<file path="config.mk">
export PLATFORM = sky130hd
export DESIGN_NAME = web_text_minifier
export DESIGN_NICKNAME = d
export VERILOG_FILES = /design/src/rtl/wtm_pkg.sv /design/src/rtl/wtm_decide.sv /design/src/rtl/wtm_out_fifo.sv /design/src/rtl/web_text_minifier.sv
export SDC_FILE = /design/constraint.sdc
export NUM_CORES = 1
export LEC_CHECK = 0
export BUFFER_PORTS_ARGS = -buffer_cell sky130_fd_sc_hd__buf_2
export CAP_MARGIN = 20
export CORE_UTILIZATION = 57
export CTS_CLUSTER_SIZE = 25
export DETAILED_ROUTE_END_ITERATION = 6
export PLACE_DENSITY = 0.74
export REMOVE_ABC_BUFFERS = 1
export SETUP_SLACK_MARGIN = 0.2
export SKIP_CTS_REPAIR_TIMING = 1
export SLEW_MARGIN = 10
export SYNTH_ARGS = -nofsm -noshare
export SYNTH_HDL_FRONTEND = slang
export SYNTH_SLANG_ARGS = --single-unit
</file>
<file path="constraint.sdc">
create_clock -name clock -period 7.75 [get_ports clock]
set_input_delay 0.775 -clock clock [delete_from_list [all_inputs] [get_ports clock]]
set_output_delay 0.775 -clock clock [all_outputs]
set_load 0.005 [all_outputs]
</file>
<file path="src/rtl/wtm_pkg.sv">
// Shared types, character codes and sizes for the web text minifier.
package wtm_pkg;

   typedef logic [7:0] byte_type;
   typedef logic [1:0] kind_type;
   typedef logic [1:0] code_type;

   // byte window: three behind, the current byte, five ahead
   localparam int WinSize = 9;
   localparam int WinCur  = 3;
   typedef byte_type [WinSize-1:0] win_type;

   // undecided bytes held in the current and ahead slots
   localparam int FillW = 4;
   localparam logic [FillW-1:0] FillMax = FillW'(WinSize - WinCur);
   localparam int PadW = 3;

   // output queue
   localparam int FifoDepth = 4;
   localparam int PushMax   = 3;
   localparam int PtrW      = $clog2(FifoDepth);
   localparam int CntW      = $clog2(FifoDepth + 1);
   localparam int PushCntW  = $clog2(PushMax + 1);

   localparam byte_type StartByte = 8'h78;
   localparam byte_type PadByte   = 8'hFF;

   localparam byte_type ChBackslash = 8'h5C;
   localparam byte_type ChNewline   = 8'h0A;
   localparam byte_type ChTab       = 8'h09;
   localparam byte_type ChSpace     = 8'h20;
   localparam byte_type ChDquote    = 8'h22;
   localparam byte_type ChSquote    = 8'h27;
   localparam byte_type ChLt        = 8'h3C;
   localparam byte_type ChGt        = 8'h3E;
   localparam byte_type ChBang      = 8'h21;
   localparam byte_type ChDash      = 8'h2D;
   localparam byte_type ChStar      = 8'h2A;
   localparam byte_type ChSlash     = 8'h2F;
   localparam byte_type ChDollar    = 8'h24;
   localparam byte_type ChUnder     = 8'h5F;
   localparam byte_type ChPercent   = 8'h25;
   localparam byte_type ChHash      = 8'h23;
   localparam byte_type ChDot       = 8'h2E;
   localparam byte_type ChPlus      = 8'h2B;
   localparam byte_type ChLowP      = 8'h70;
   localparam byte_type ChLowR      = 8'h72;
   localparam byte_type ChLowE      = 8'h65;

   localparam kind_type KindHtml = 2'd0;
   localparam kind_type KindCss  = 2'd1;
   localparam kind_type KindJs   = 2'd2;
   localparam kind_type KindJson = 2'd3;

   localparam code_type QuoteNone   = 2'd0;
   localparam code_type QuoteDouble = 2'd1;
   localparam code_type QuoteSingle = 2'd2;
   localparam code_type QuotePre    = 2'd3;

   localparam code_type CommentNone  = 2'd0;
   localparam code_type CommentBlock = 2'd1;
   localparam code_type CommentLine  = 2'd2;
   localparam code_type CommentHtml  = 2'd3;

   typedef struct packed {
      code_type quote;
      code_type comment;
      byte_type last_nonspace;
   } ctx_type;

   typedef struct packed {
      logic [1:0] count;
      byte_type   first;
      byte_type   second;
      ctx_type    ctx;
   } dec_type;

   typedef struct packed {
      byte_type out_byte;
      logic     has_byte;
      logic     stream_end;
   } res_type;

   typedef struct packed {
      logic [PushCntW-1:0]       count;
      res_type [PushMax-1:0]     data;
   } push_type;

endpackage

</file>
<file path="src/rtl/wtm_decide.sv">
// Per-byte decision: quote and comment tracking and keep or drop of the current byte.
module wtm_decide (
   input  wtm_pkg::win_type  win,
   input  wtm_pkg::kind_type kind,
   input  wtm_pkg::ctx_type  ctx,
   output wtm_pkg::dec_type  dec
);

   function automatic logic is_name(input wtm_pkg::kind_type k, input wtm_pkg::byte_type ch);
      logic alnum;
      logic res;
      alnum = (ch >= 8'h61 && ch <= 8'h7A) || (ch >= 8'h41 && ch <= 8'h5A) ||
              (ch >= 8'h30 && ch <= 8'h39);
      case (k)
         wtm_pkg::KindHtml: begin
            res = ch != wtm_pkg::ChSpace && ch != wtm_pkg::ChGt;
         end
         wtm_pkg::KindCss: begin
            res = alnum || ch == wtm_pkg::ChDollar || ch == wtm_pkg::ChUnder ||
                  ch == wtm_pkg::ChHash || ch == wtm_pkg::ChDot || ch == wtm_pkg::ChPlus ||
                  ch == wtm_pkg::ChDash || ch == wtm_pkg::ChPercent || ch == wtm_pkg::ChStar;
         end
         default: begin
            res = alnum || ch == wtm_pkg::ChDollar || ch == wtm_pkg::ChUnder;
         end
      endcase
      return res;
   endfunction

   wtm_pkg::byte_type cur;
   wtm_pkg::byte_type back1, back2, back3;
   wtm_pkg::byte_type next1, next2, next3, next4, next5;
   logic              html;
   logic              unesc;
   logic              pre_tag;
   logic              block_end;
   wtm_pkg::code_type quote_chk;
   logic              bslash_chk;
   wtm_pkg::code_type comment_chk;
   logic              no_comment;
   logic              in_quote;
   logic              bslash;
   logic              emit_cur;

   assign cur   = win[wtm_pkg::WinCur];
   assign back1 = win[wtm_pkg::WinCur-1];
   assign back2 = win[wtm_pkg::WinCur-2];
   assign back3 = win[wtm_pkg::WinCur-3];
   assign next1 = win[wtm_pkg::WinCur+1];
   assign next2 = win[wtm_pkg::WinCur+2];
   assign next3 = win[wtm_pkg::WinCur+3];
   assign next4 = win[wtm_pkg::WinCur+4];
   assign next5 = win[wtm_pkg::WinCur+5];

   assign html  = kind == wtm_pkg::KindHtml;
   assign unesc = back1 != wtm_pkg::ChBackslash;

   // <pre>, </pre> and the like
   assign pre_tag = cur == wtm_pkg::ChLt &&
                    (next1 == wtm_pkg::ChLowP || next1 == wtm_pkg::ChSlash) &&
                    (next2 == wtm_pkg::ChLowR || next2 == wtm_pkg::ChLowP) &&
                    (next3 == wtm_pkg::ChLowE || next3 == wtm_pkg::ChLowR) &&
                    (next4 == wtm_pkg::ChGt ||
                     (next4 == wtm_pkg::ChLowE && next5 == wtm_pkg::ChGt));

   assign block_end = html ?
      (back1 == wtm_pkg::ChSlash && back2 == wtm_pkg::ChStar && back3 != wtm_pkg::ChSlash) :
      (back2 == wtm_pkg::ChStar && back1 == wtm_pkg::ChSlash);

   always_comb begin
      quote_chk  = ctx.quote;
      bslash_chk = 1'b0;
      if (cur == wtm_pkg::ChDquote && unesc) begin
         if (ctx.quote == wtm_pkg::QuoteNone) quote_chk = wtm_pkg::QuoteDouble;
         else if (ctx.quote == wtm_pkg::QuoteDouble) quote_chk = wtm_pkg::QuoteNone;
      end else if (cur == wtm_pkg::ChSquote && unesc) begin
         if (kind == wtm_pkg::KindJson) bslash_chk = 1'b1;
         else if (ctx.quote == wtm_pkg::QuoteNone) quote_chk = wtm_pkg::QuoteSingle;
         else if (ctx.quote == wtm_pkg::QuoteSingle) quote_chk = wtm_pkg::QuoteNone;
      end else if (html && pre_tag) begin
         if (ctx.quote == wtm_pkg::QuoteNone) quote_chk = wtm_pkg::QuotePre;
         else if (ctx.quote == wtm_pkg::QuotePre) quote_chk = wtm_pkg::QuoteNone;
      end
   end

   always_comb begin
      comment_chk = ctx.comment;
      if (cur == wtm_pkg::ChSlash && next1 == wtm_pkg::ChStar &&
          ctx.comment == wtm_pkg::CommentNone) begin
         comment_chk = wtm_pkg::CommentBlock;
      end else if (block_end && ctx.comment == wtm_pkg::CommentBlock) begin
         comment_chk = wtm_pkg::CommentNone;
      end else if (cur == wtm_pkg::ChSlash && next1 == wtm_pkg::ChSlash &&
                   ctx.comment == wtm_pkg::CommentNone) begin
         comment_chk = wtm_pkg::CommentLine;
      end else if (back1 == wtm_pkg::ChNewline && ctx.comment == wtm_pkg::CommentLine) begin
         comment_chk = wtm_pkg::CommentNone;
      end else if (html && cur == wtm_pkg::ChLt && next1 == wtm_pkg::ChBang &&
                   next2 == wtm_pkg::ChDash && next3 == wtm_pkg::ChDash &&
                   ctx.comment == wtm_pkg::CommentNone) begin
         comment_chk = wtm_pkg::CommentHtml;
      end else if (html && back3 == wtm_pkg::ChDash && back2 == wtm_pkg::ChDash &&
                   back1 == wtm_pkg::ChGt && ctx.comment == wtm_pkg::CommentHtml) begin
         comment_chk = wtm_pkg::CommentNone;
      end
   end

   // quote tracking only runs outside comments
   assign no_comment = ctx.comment == wtm_pkg::CommentNone;
   assign in_quote   = no_comment && quote_chk != wtm_pkg::QuoteNone;
   assign bslash     = no_comment && bslash_chk;

   always_comb begin
      dec.ctx.quote         = no_comment ? quote_chk : ctx.quote;
      dec.ctx.comment       = ctx.comment;
      dec.ctx.last_nonspace = ctx.last_nonspace;
      emit_cur              = 1'b0;
      if (in_quote) begin
         emit_cur = 1'b1;
      end else begin
         dec.ctx.comment = comment_chk;
         if (comment_chk != wtm_pkg::CommentNone || cur == wtm_pkg::ChNewline ||
             cur == wtm_pkg::ChTab) begin
            emit_cur = 1'b0;
         end else if (cur != wtm_pkg::ChSpace) begin
            dec.ctx.last_nonspace = cur;
            emit_cur              = 1'b1;
         end else begin
            // keep a space only between two name characters
            emit_cur = is_name(kind, next1) && is_name(kind, ctx.last_nonspace);
         end
      end

      if (bslash) begin
         dec.first  = wtm_pkg::ChBackslash;
         dec.second = cur;
         dec.count  = emit_cur ? 2'd2 : 2'd1;
      end else begin
         dec.first  = cur;
         dec.second = cur;
         dec.count  = emit_cur ? 2'd1 : 2'd0;
      end
   end

endmodule

</file>
<file path="src/rtl/wtm_out_fifo.sv">
// Result queue: takes up to three beats a cycle, hands out one beat a cycle while the head is not stalled.
module wtm_out_fifo (
   input  logic              clock,
   input  logic              reset,
   input  wtm_pkg::push_type push,
   output logic              room,
   output wtm_pkg::res_type  head,
   output logic              head_valid,
   input  logic              head_stall
);

   wtm_pkg::res_type              entry_ff [wtm_pkg::FifoDepth];
   logic [wtm_pkg::PtrW-1:0]      wr_ptr_ff, wr_ptr_in;
   logic [wtm_pkg::PtrW-1:0]      rd_ptr_ff, rd_ptr_in;
   logic [wtm_pkg::CntW-1:0]      count_ff, count_in;
   logic [wtm_pkg::PtrW-1:0]      wr_addr [wtm_pkg::PushMax];
   logic                          pop;

   assign head_valid = count_ff != '0;
   assign head       = entry_ff[rd_ptr_ff];
   assign pop        = head_valid && !head_stall;
   // room for a full push regardless of what leaves this cycle
   assign room       = count_ff <= wtm_pkg::CntW'(wtm_pkg::FifoDepth - wtm_pkg::PushMax);

   always_comb begin
      for (int i = 0; i < wtm_pkg::PushMax; i++) begin
         wr_addr[i] = wr_ptr_ff + wtm_pkg::PtrW'(i);
      end
      wr_ptr_in = wr_ptr_ff + wtm_pkg::PtrW'(push.count);
      rd_ptr_in = rd_ptr_ff + wtm_pkg::PtrW'(pop);
      count_in  = count_ff + wtm_pkg::CntW'(push.count) - wtm_pkg::CntW'(pop);
   end

   always_ff @(posedge clock) begin
      if (reset) begin
         wr_ptr_ff <= '0;
         rd_ptr_ff <= '0;
         count_ff  <= '0;
      end else begin
         wr_ptr_ff <= wr_ptr_in;
         rd_ptr_ff <= rd_ptr_in;
         count_ff  <= count_in;
      end
   end

   always_ff @(posedge clock) begin
      for (int i = 0; i < wtm_pkg::PushMax; i++) begin
         if (wtm_pkg::PushCntW'(i) < push.count) begin
            entry_ff[wr_addr[i]] <= push.data[i];
         end
      end
   end

endmodule

</file>
<file path="src/rtl/web_text_minifier.sv">
// Top level of the streaming web text minifier.
// Usage:
//   req_* carries one source byte per beat; req_in_last marks the final byte of
//   a text. rsp_* carries one minified byte per beat; rsp_has_byte is 0 only on
//   a bare end marker, rsp_stream_end flags the final beat of a text.
//   csr_write_en/csr_write_data set the text kind (0 html, 1 css, 2 js, 3 json);
//   write it only while the block is idle.
// Timing:
//   A byte is decided once five later bytes have arrived. Each accepted beat is
//   registered in the input register, decided from there and written to the
//   output queue, whose head drives rsp. One source byte per cycle is
//   sustained while the queue has room; a json single quote yields two result
//   beats. After the last byte the window drains on pad bytes, with at
//   most one decision per cycle, during which no new byte is taken.
//   A stalled rsp holds its beat; once the four-entry queue holds two or more
//   beats, no byte is decided and req_stall rises when the input register is full.
// Reset:
//   Synchronous reset empties the queue, clears quote and comment tracking,
//   refills the window with 'x' and sets the kind to js.
module web_text_minifier (
   input  logic       clock,
   input  logic       reset,
   input  logic       req_valid,
   output logic       req_stall,
   input  logic [7:0] req_in_byte,
   input  logic       req_in_last,
   output logic       rsp_valid,
   input  logic       rsp_stall,
   output logic [7:0] rsp_out_byte,
   output logic       rsp_has_byte,
   output logic       rsp_stream_end,
   input  logic       csr_write_en,
   input  logic [1:0] csr_write_data
);

   wtm_pkg::kind_type              kind_ff, kind_in;
   logic                           in_valid_ff, in_valid_in;
   wtm_pkg::byte_type              in_byte_ff;
   logic                           in_last_ff;
   wtm_pkg::win_type               win_ff, win_in;
   logic [wtm_pkg::FillW-1:0]      fill_ff, fill_in;
   logic [wtm_pkg::PadW-1:0]       pad_ff, pad_in;
   logic                           flush_ff, flush_in;
   wtm_pkg::ctx_type               ctx_ff, ctx_in;
   logic                           held_valid_ff, held_valid_in;
   wtm_pkg::byte_type              held_byte_ff, held_byte_in;

   wtm_pkg::win_type               shifted;
   wtm_pkg::win_type               padded;
   wtm_pkg::win_type               dec_win;
   wtm_pkg::dec_type               dec;
   wtm_pkg::push_type              push;
   wtm_pkg::res_type               head;
   logic                           room;
   logic                           req_accept;
   logic                           take;
   logic                           step_flush;
   logic [wtm_pkg::FillW-1:0]      fill_inc;
   logic [wtm_pkg::FillW-1:0]      pad_sum;
   logic                           take_dec;
   logic                           flush_dec;
   logic                           dec_valid;
   logic                           final_step;
   logic [1:0]                     new_n;
   logic                           hold_back;
   logic [wtm_pkg::PushMax-1:0]    cand_v;
   wtm_pkg::byte_type              cand_b [wtm_pkg::PushMax];
   logic [wtm_pkg::PushCntW-1:0]   k;

   assign take       = in_valid_ff && !flush_ff && room;
   assign step_flush = flush_ff && room;
   assign req_stall  = in_valid_ff && !take;
   assign req_accept = req_valid && !req_stall;

   assign fill_inc  = (fill_ff < wtm_pkg::FillMax) ? fill_ff + 1'b1 : fill_ff;
   assign pad_sum   = fill_ff + wtm_pkg::FillW'(pad_ff);
   assign take_dec  = !in_last_ff && fill_inc == wtm_pkg::FillMax;
   assign flush_dec = pad_sum >= wtm_pkg::FillMax;
   assign dec_valid = take ? take_dec : (step_flush && flush_dec);
   assign final_step = step_flush && flush_dec && fill_ff == wtm_pkg::FillW'(1);

   always_comb begin
      for (int i = 0; i < wtm_pkg::WinSize - 1; i++) begin
         shifted[i] = win_ff[i+1];
         padded[i]  = win_ff[i+1];
      end
      shifted[wtm_pkg::WinSize-1] = in_byte_ff;
      padded[wtm_pkg::WinSize-1]  = wtm_pkg::PadByte;
   end

   assign dec_win = take ? shifted : win_ff;

   wtm_decide u_decide (
      .win  (dec_win),
      .kind (kind_ff),
      .ctx  (ctx_ff),
      .dec  (dec)
   );

   // During a drain the newest result is held back so the end flag can land on it.
   always_comb begin
      new_n     = dec_valid ? dec.count : 2'd0;
      hold_back = step_flush && !final_step && new_n != 2'd0;

      cand_v[0] = step_flush && held_valid_ff && (final_step || new_n != 2'd0);
      cand_v[1] = new_n != 2'd0 && !(hold_back && new_n == 2'd1);
      cand_v[2] = new_n == 2'd2 && !hold_back;
      cand_b[0] = held_byte_ff;
      cand_b[1] = dec.first;
      cand_b[2] = dec.second;

      push.data = '0;
      k         = '0;
      for (int i = 0; i < wtm_pkg::PushMax; i++) begin
         if (cand_v[i]) begin
            push.data[k[1:0]].out_byte   = cand_b[i];
            push.data[k[1:0]].has_byte   = 1'b1;
            push.data[k[1:0]].stream_end = 1'b0;
            k = k + 1'b1;
         end
      end
      if (final_step) begin
         if (k == '0) begin
            push.data[0].out_byte   = '0;
            push.data[0].has_byte   = 1'b0;
            push.data[0].stream_end = 1'b1;
            k = wtm_pkg::PushCntW'(1);
         end else begin
            push.data[k[1:0] - 2'd1].stream_end = 1'b1;
         end
      end
      push.count = k;
   end

   always_comb begin
      kind_in       = csr_write_en ? csr_write_data : kind_ff;
      in_valid_in   = req_accept ? 1'b1 : (take ? 1'b0 : in_valid_ff);
      win_in        = win_ff;
      fill_in       = fill_ff;
      pad_in        = pad_ff;
      flush_in      = flush_ff;
      ctx_in        = dec_valid ? dec.ctx : ctx_ff;
      held_valid_in = held_valid_ff;
      held_byte_in  = held_byte_ff;

      if (take) begin
         win_in = shifted;
         if (in_last_ff) begin
            fill_in  = fill_inc;
            pad_in   = '0;
            flush_in = 1'b1;
         end else begin
            fill_in = take_dec ? wtm_pkg::FillMax - 1'b1 : fill_inc;
         end
      end else if (step_flush) begin
         if (final_step) begin
            // start the next text
            win_in               = {wtm_pkg::WinSize{wtm_pkg::StartByte}};
            fill_in              = '0;
            flush_in             = 1'b0;
            ctx_in.last_nonspace = '0;
         end else begin
            win_in  = padded;
            fill_in = flush_dec ? fill_ff - 1'b1 : fill_ff;
            pad_in  = pad_ff + 1'b1;
         end
      end

      if (final_step) begin
         held_valid_in = 1'b0;
      end else if (hold_back) begin
         held_valid_in = 1'b1;
         held_byte_in  = (new_n == 2'd2) ? dec.second : dec.first;
      end
   end

   always_ff @(posedge clock) begin
      if (reset) begin
         kind_ff       <= wtm_pkg::KindJs;
         in_valid_ff   <= 1'b0;
         win_ff        <= {wtm_pkg::WinSize{wtm_pkg::StartByte}};
         fill_ff       <= '0;
         pad_ff        <= '0;
         flush_ff      <= 1'b0;
         ctx_ff        <= '0;
         held_valid_ff <= 1'b0;
      end else begin
         kind_ff       <= kind_in;
         in_valid_ff   <= in_valid_in;
         win_ff        <= win_in;
         fill_ff       <= fill_in;
         pad_ff        <= pad_in;
         flush_ff      <= flush_in;
         ctx_ff        <= ctx_in;
         held_valid_ff <= held_valid_in;
      end
   end

   always_ff @(posedge clock) begin
      if (req_accept) begin
         in_byte_ff <= req_in_byte;
         in_last_ff <= req_in_last;
      end
      held_byte_ff <= held_byte_in;
   end

   wtm_out_fifo u_out_fifo (
      .clock      (clock),
      .reset      (reset),
      .push       (push),
      .room       (room),
      .head       (head),
      .head_valid (rsp_valid),
      .head_stall (rsp_stall)
   );

   assign rsp_out_byte   = head.out_byte;
   assign rsp_has_byte   = head.has_byte;
   assign rsp_stream_end = head.stream_end;

`ifndef ASSERT_OFF
   a_fill_bound: assert property (@(posedge clock) disable iff (reset)
      fill_ff <= wtm_pkg::FillMax)
      else $error("window fill count out of range");

   a_drain_pending: assert property (@(posedge clock) disable iff (reset)
      flush_ff |-> fill_ff != '0)
      else $error("drain running with no pending byte");

   a_held_in_drain: assert property (@(posedge clock) disable iff (reset)
      held_valid_ff |-> flush_ff)
      else $error("held result outside a drain");

   a_drain_done: assert property (@(posedge clock) disable iff (reset)
      final_step |=> (fill_ff == '0 && !flush_ff && !held_valid_ff))
      else $error("window not restarted after drain");
`endif

endmodule

</file>
==> flow_summary.toml <==
[run_status]
status = "complete, no violations"

[timing]
rsz0062_at_grt = "no"
slew_viol_final = 0
slew_headroom_pct = 42.3
fin_crit_sh_pct = 90.1
fin_crit_ns = 6.98
hold_viol_final = 0
tightest_slew_ns = 0.859
skew_ns = 0.00973
setup_violations = 0
setup_tns_ns = 0
layout_setup_ws_ns = 0.766
worst_hold_slack_ns = 0.450
max_freq_mhz = 143

[synth]
async_flop_share_pct = 0
yosysWarnings = 0
ys_seq_area_share_pct = 40.5
synthCells = 1053
ys_ff_latch = 160
syn_area_sq_um = 9330
ys_types = 92
ys.flop_type = "dfxtp_1"
syn_area_per_cell_sq_um = 8.86
synth_edf_count = 57

[worst_setup_path]
cp.arrival_ns = 7.29
r2r_slack_ns = 0.77
critPathKind = "register to register"
reg2reg_depth = 23
end_kind = "register"
crit_end = "u_out_fifo.count_ff[2]$_SDFF_PP0_"
cp-start-kind = "register"
worstPathMaxFanout = 16
r2r-end = "u_out_fifo.count_ff[2]$_SDFF_PP0_"
required_ns = 8.06
reg2reg_from = "flush_ff$_SDFFE_PP0P_"
cp-startpoint = "flush_ff$_SDFFE_PP0P_"

[placement]
portBuffers = 27
place_ws_ns = 0.602
gp_congestion = 0.916
hpwl_microns = 16300

[cts]
cts.path.max_buffers = 2
htree_levels = 4
clock_sinks = 160
clockRootBuffer = "clkbuf_16"
cts.clk_slew.worst_paths_ns = 0.06
clk_latency_ns = 0.44
cts_tree = "done"
cts-buffers-inserted = 17

[floorplan]
fp-row-count = 46
pin_count = 28
start_util_pct = 58.5
core_sq_um = 15900
fp.dieW_microns = 130
die-area_sq_um = 16900
die_y_microns = 130

[grt]
overflow = 0
grt_usage_pct = 28.3
antenna_found_initial = 0
grt_pass1_vias = 7373
grt_max_degree = 65
grt_pass1_wl_microns = 37500

[finish]
fin_nets = 1083
final_common_cell = "nor2_1"
postLayoutCoreUtil_pct = 64.0
area_delta_synth_final_pct = 9.39
mostFrequentLayoutCells = "128 x nor2_1, 103 x dfxtp_1, 89 x nand2_1"
drive_gt1_share_pct = 12.2
diodes = 0

[route]
drt-total-wl_microns = 23200
wire_per_inst_microns = 18.2
drc = 0
ant_nets = 0
drt_first_pass_iters = 5
vias = 8042
drt_iter0_markers = 664
via_per_inst = 6.31

[power]
p_leak_uw = 0.00368
power_density_nw_per_um2 = 212
peakVddDrop_mv = 0.191
power_uw = 2160

[hold_path]
holdCritPathClass = "register to register"
min_from = "win_ff[7]$_SDFFE_PP0P_"
hold-path-cell-count = 2

[run]
drv_cap = 0
-- per-stage QoR --
| stage | cell area (sq um) | std cells |
|---|---|---|
| detailed placement | 9580 | 1240 |
| CTS | 10200 | 1272 |
| global placement | 9570 | 1239 |
| global route | 10200 | 1274 |
| finish | 10200 | 1274 |
| floorplan | 9040 | 982 |
-- worst max-delay path, cell delays in order (launching register included) --
cell	delay [ns]
dfxtp_1	0.36
or4b_2	0.91
buf_4	0.30
mux2i_2	0.16
buf_4	0.17
inv_1	0.09
and3_1	0.29
o21ai_0	0.12
a32o_2	0.32
o21ai_4	0.24
o31ai_1	0.14
ha_1	0.38
nor2_1	0.18
nand2_1	0.10
nor2_1	0.43
inv_1	0.22
fa_1	0.76
a21boi_1	0.45
inv_2	0.18
ha_1	0.25
fa_1	0.37
xor2_1	0.23
xnor2_1	0.15
nor2_1	0.05
-- logic make-up (layout without fill, tap and decap cells) --
family	after synthesis	count (layout)	synth area share (%)
xor gates and xnor gates	14	14	1.31
buffers and inverters	98	103	4.14
adders and majority gates	22	22	3.19
DFF	160	160	40.5
muxes	49	49	6.87
and+or+nand+nor	444	444	24.4
AOI/OAI and AO/OA	266	266	19.6
-- state kept, by name, summed over array words and instances, names as in the netlist --
name                  flops
ctx_ff                   12
in_valid_ff               1
u_out_fifo.count_ff       3
kind_ff                   2
in_byte_ff                8
win_ff                    8
fill_ff                   4
flush_ff                  1
u_out_fifo.rd_ptr_ff      2
held_valid_ff             1
pad_ff                    3
in_last_ff                1
held_byte_ff              8
u_out_fifo.wr_ptr_ff      2
u_out_fifo.entry_ff      40
padded                   64
-- routing by layer --
| metal | GRT usage, % | routed length, microns | up-vias |
|---|---|---|---|
| met2 | 47.1 | 11100 | 300 |
| met5 | 0 | 0 | - |
| met4 | 11.6 | 612 | 0 |
| met1 | 36.8 | 10200 | 3777 |
| met3 | 4.47 | 1270 | 50 |
| li1 | - | - | 3915 |
-- where the power goes --
part | internal [uW] | total [uW] | switching (uW)
clock network | 501 | 853 | 352
logic | 140 | 355 | 215
registers | 899 | 955 | 55.5
total | 1540 | 2160 | 623
-- how the worst min path moves through the flow --
stage | endpoint | slack [ns]
finish | win_ff[7]$_SDFFE_PP0P_ | 0.45
global route | win_ff[2]$_SDFFE_PP0P_ | 0.49
CTS | win_ff[7]$_SDFFE_PP0P_ | 0.45
detailed placement | win_ff[7]$_SDFFE_PP0P_ | 0.44
global placement | win_ff[2]$_SDFFE_PP0P_ | 0.44
floorplan | win_ff[7]$_SDFFE_PP0P_ | 0.42
-- cell usage after synthesis (12+ instances only) --
| master | count | share of area, % |
|---|---|---|
| nor2_1 | 130 | 5.2 |
| dfxtp_1 | 103 | 22 |
| nand2_1 | 90 | 3.6 |
| a21oi_1 | 77 | 4.1 |
| edfxtp_1 | 57 | 18 |
| clkbuf_1 | 56 | 2.3 |
| nor3_1 | 53 | 2.8 |
| nand3_1 | 45 | 2.4 |
| o21bai_1 | 34 | 2.7 |
| mux2i_1 | 32 | 3.4 |
| o22ai_1 | 27 | 1.8 |
| inv_1 | 24 | 0.97 |
| o21ai_0 | 21 | 1.1 |
| ha_1 | 19 | 2.5 |
| nor4_1 | 17 | 1.1 |
| o2bb2ai_1 | 16 | 1.5 |
| a211oi_1 | 12 | 0.97 |
| nand4_1 | 12 | 0.80 |
-- cell type report --
class / instances / area [sq um]
Fill cell: 1363 / 5740
Multi-Input combinational cell: 795 / 5200
Sequential cell: 160 / 3770
Clock buffer: 19 / 464
Tap cell: 216 / 270
Timing Repair Buffer: 44 / 260
Clock inverter: 13 / 135
Inverter: 27 / 101
No activity file was read; power rests on OpenSTA's default activity.
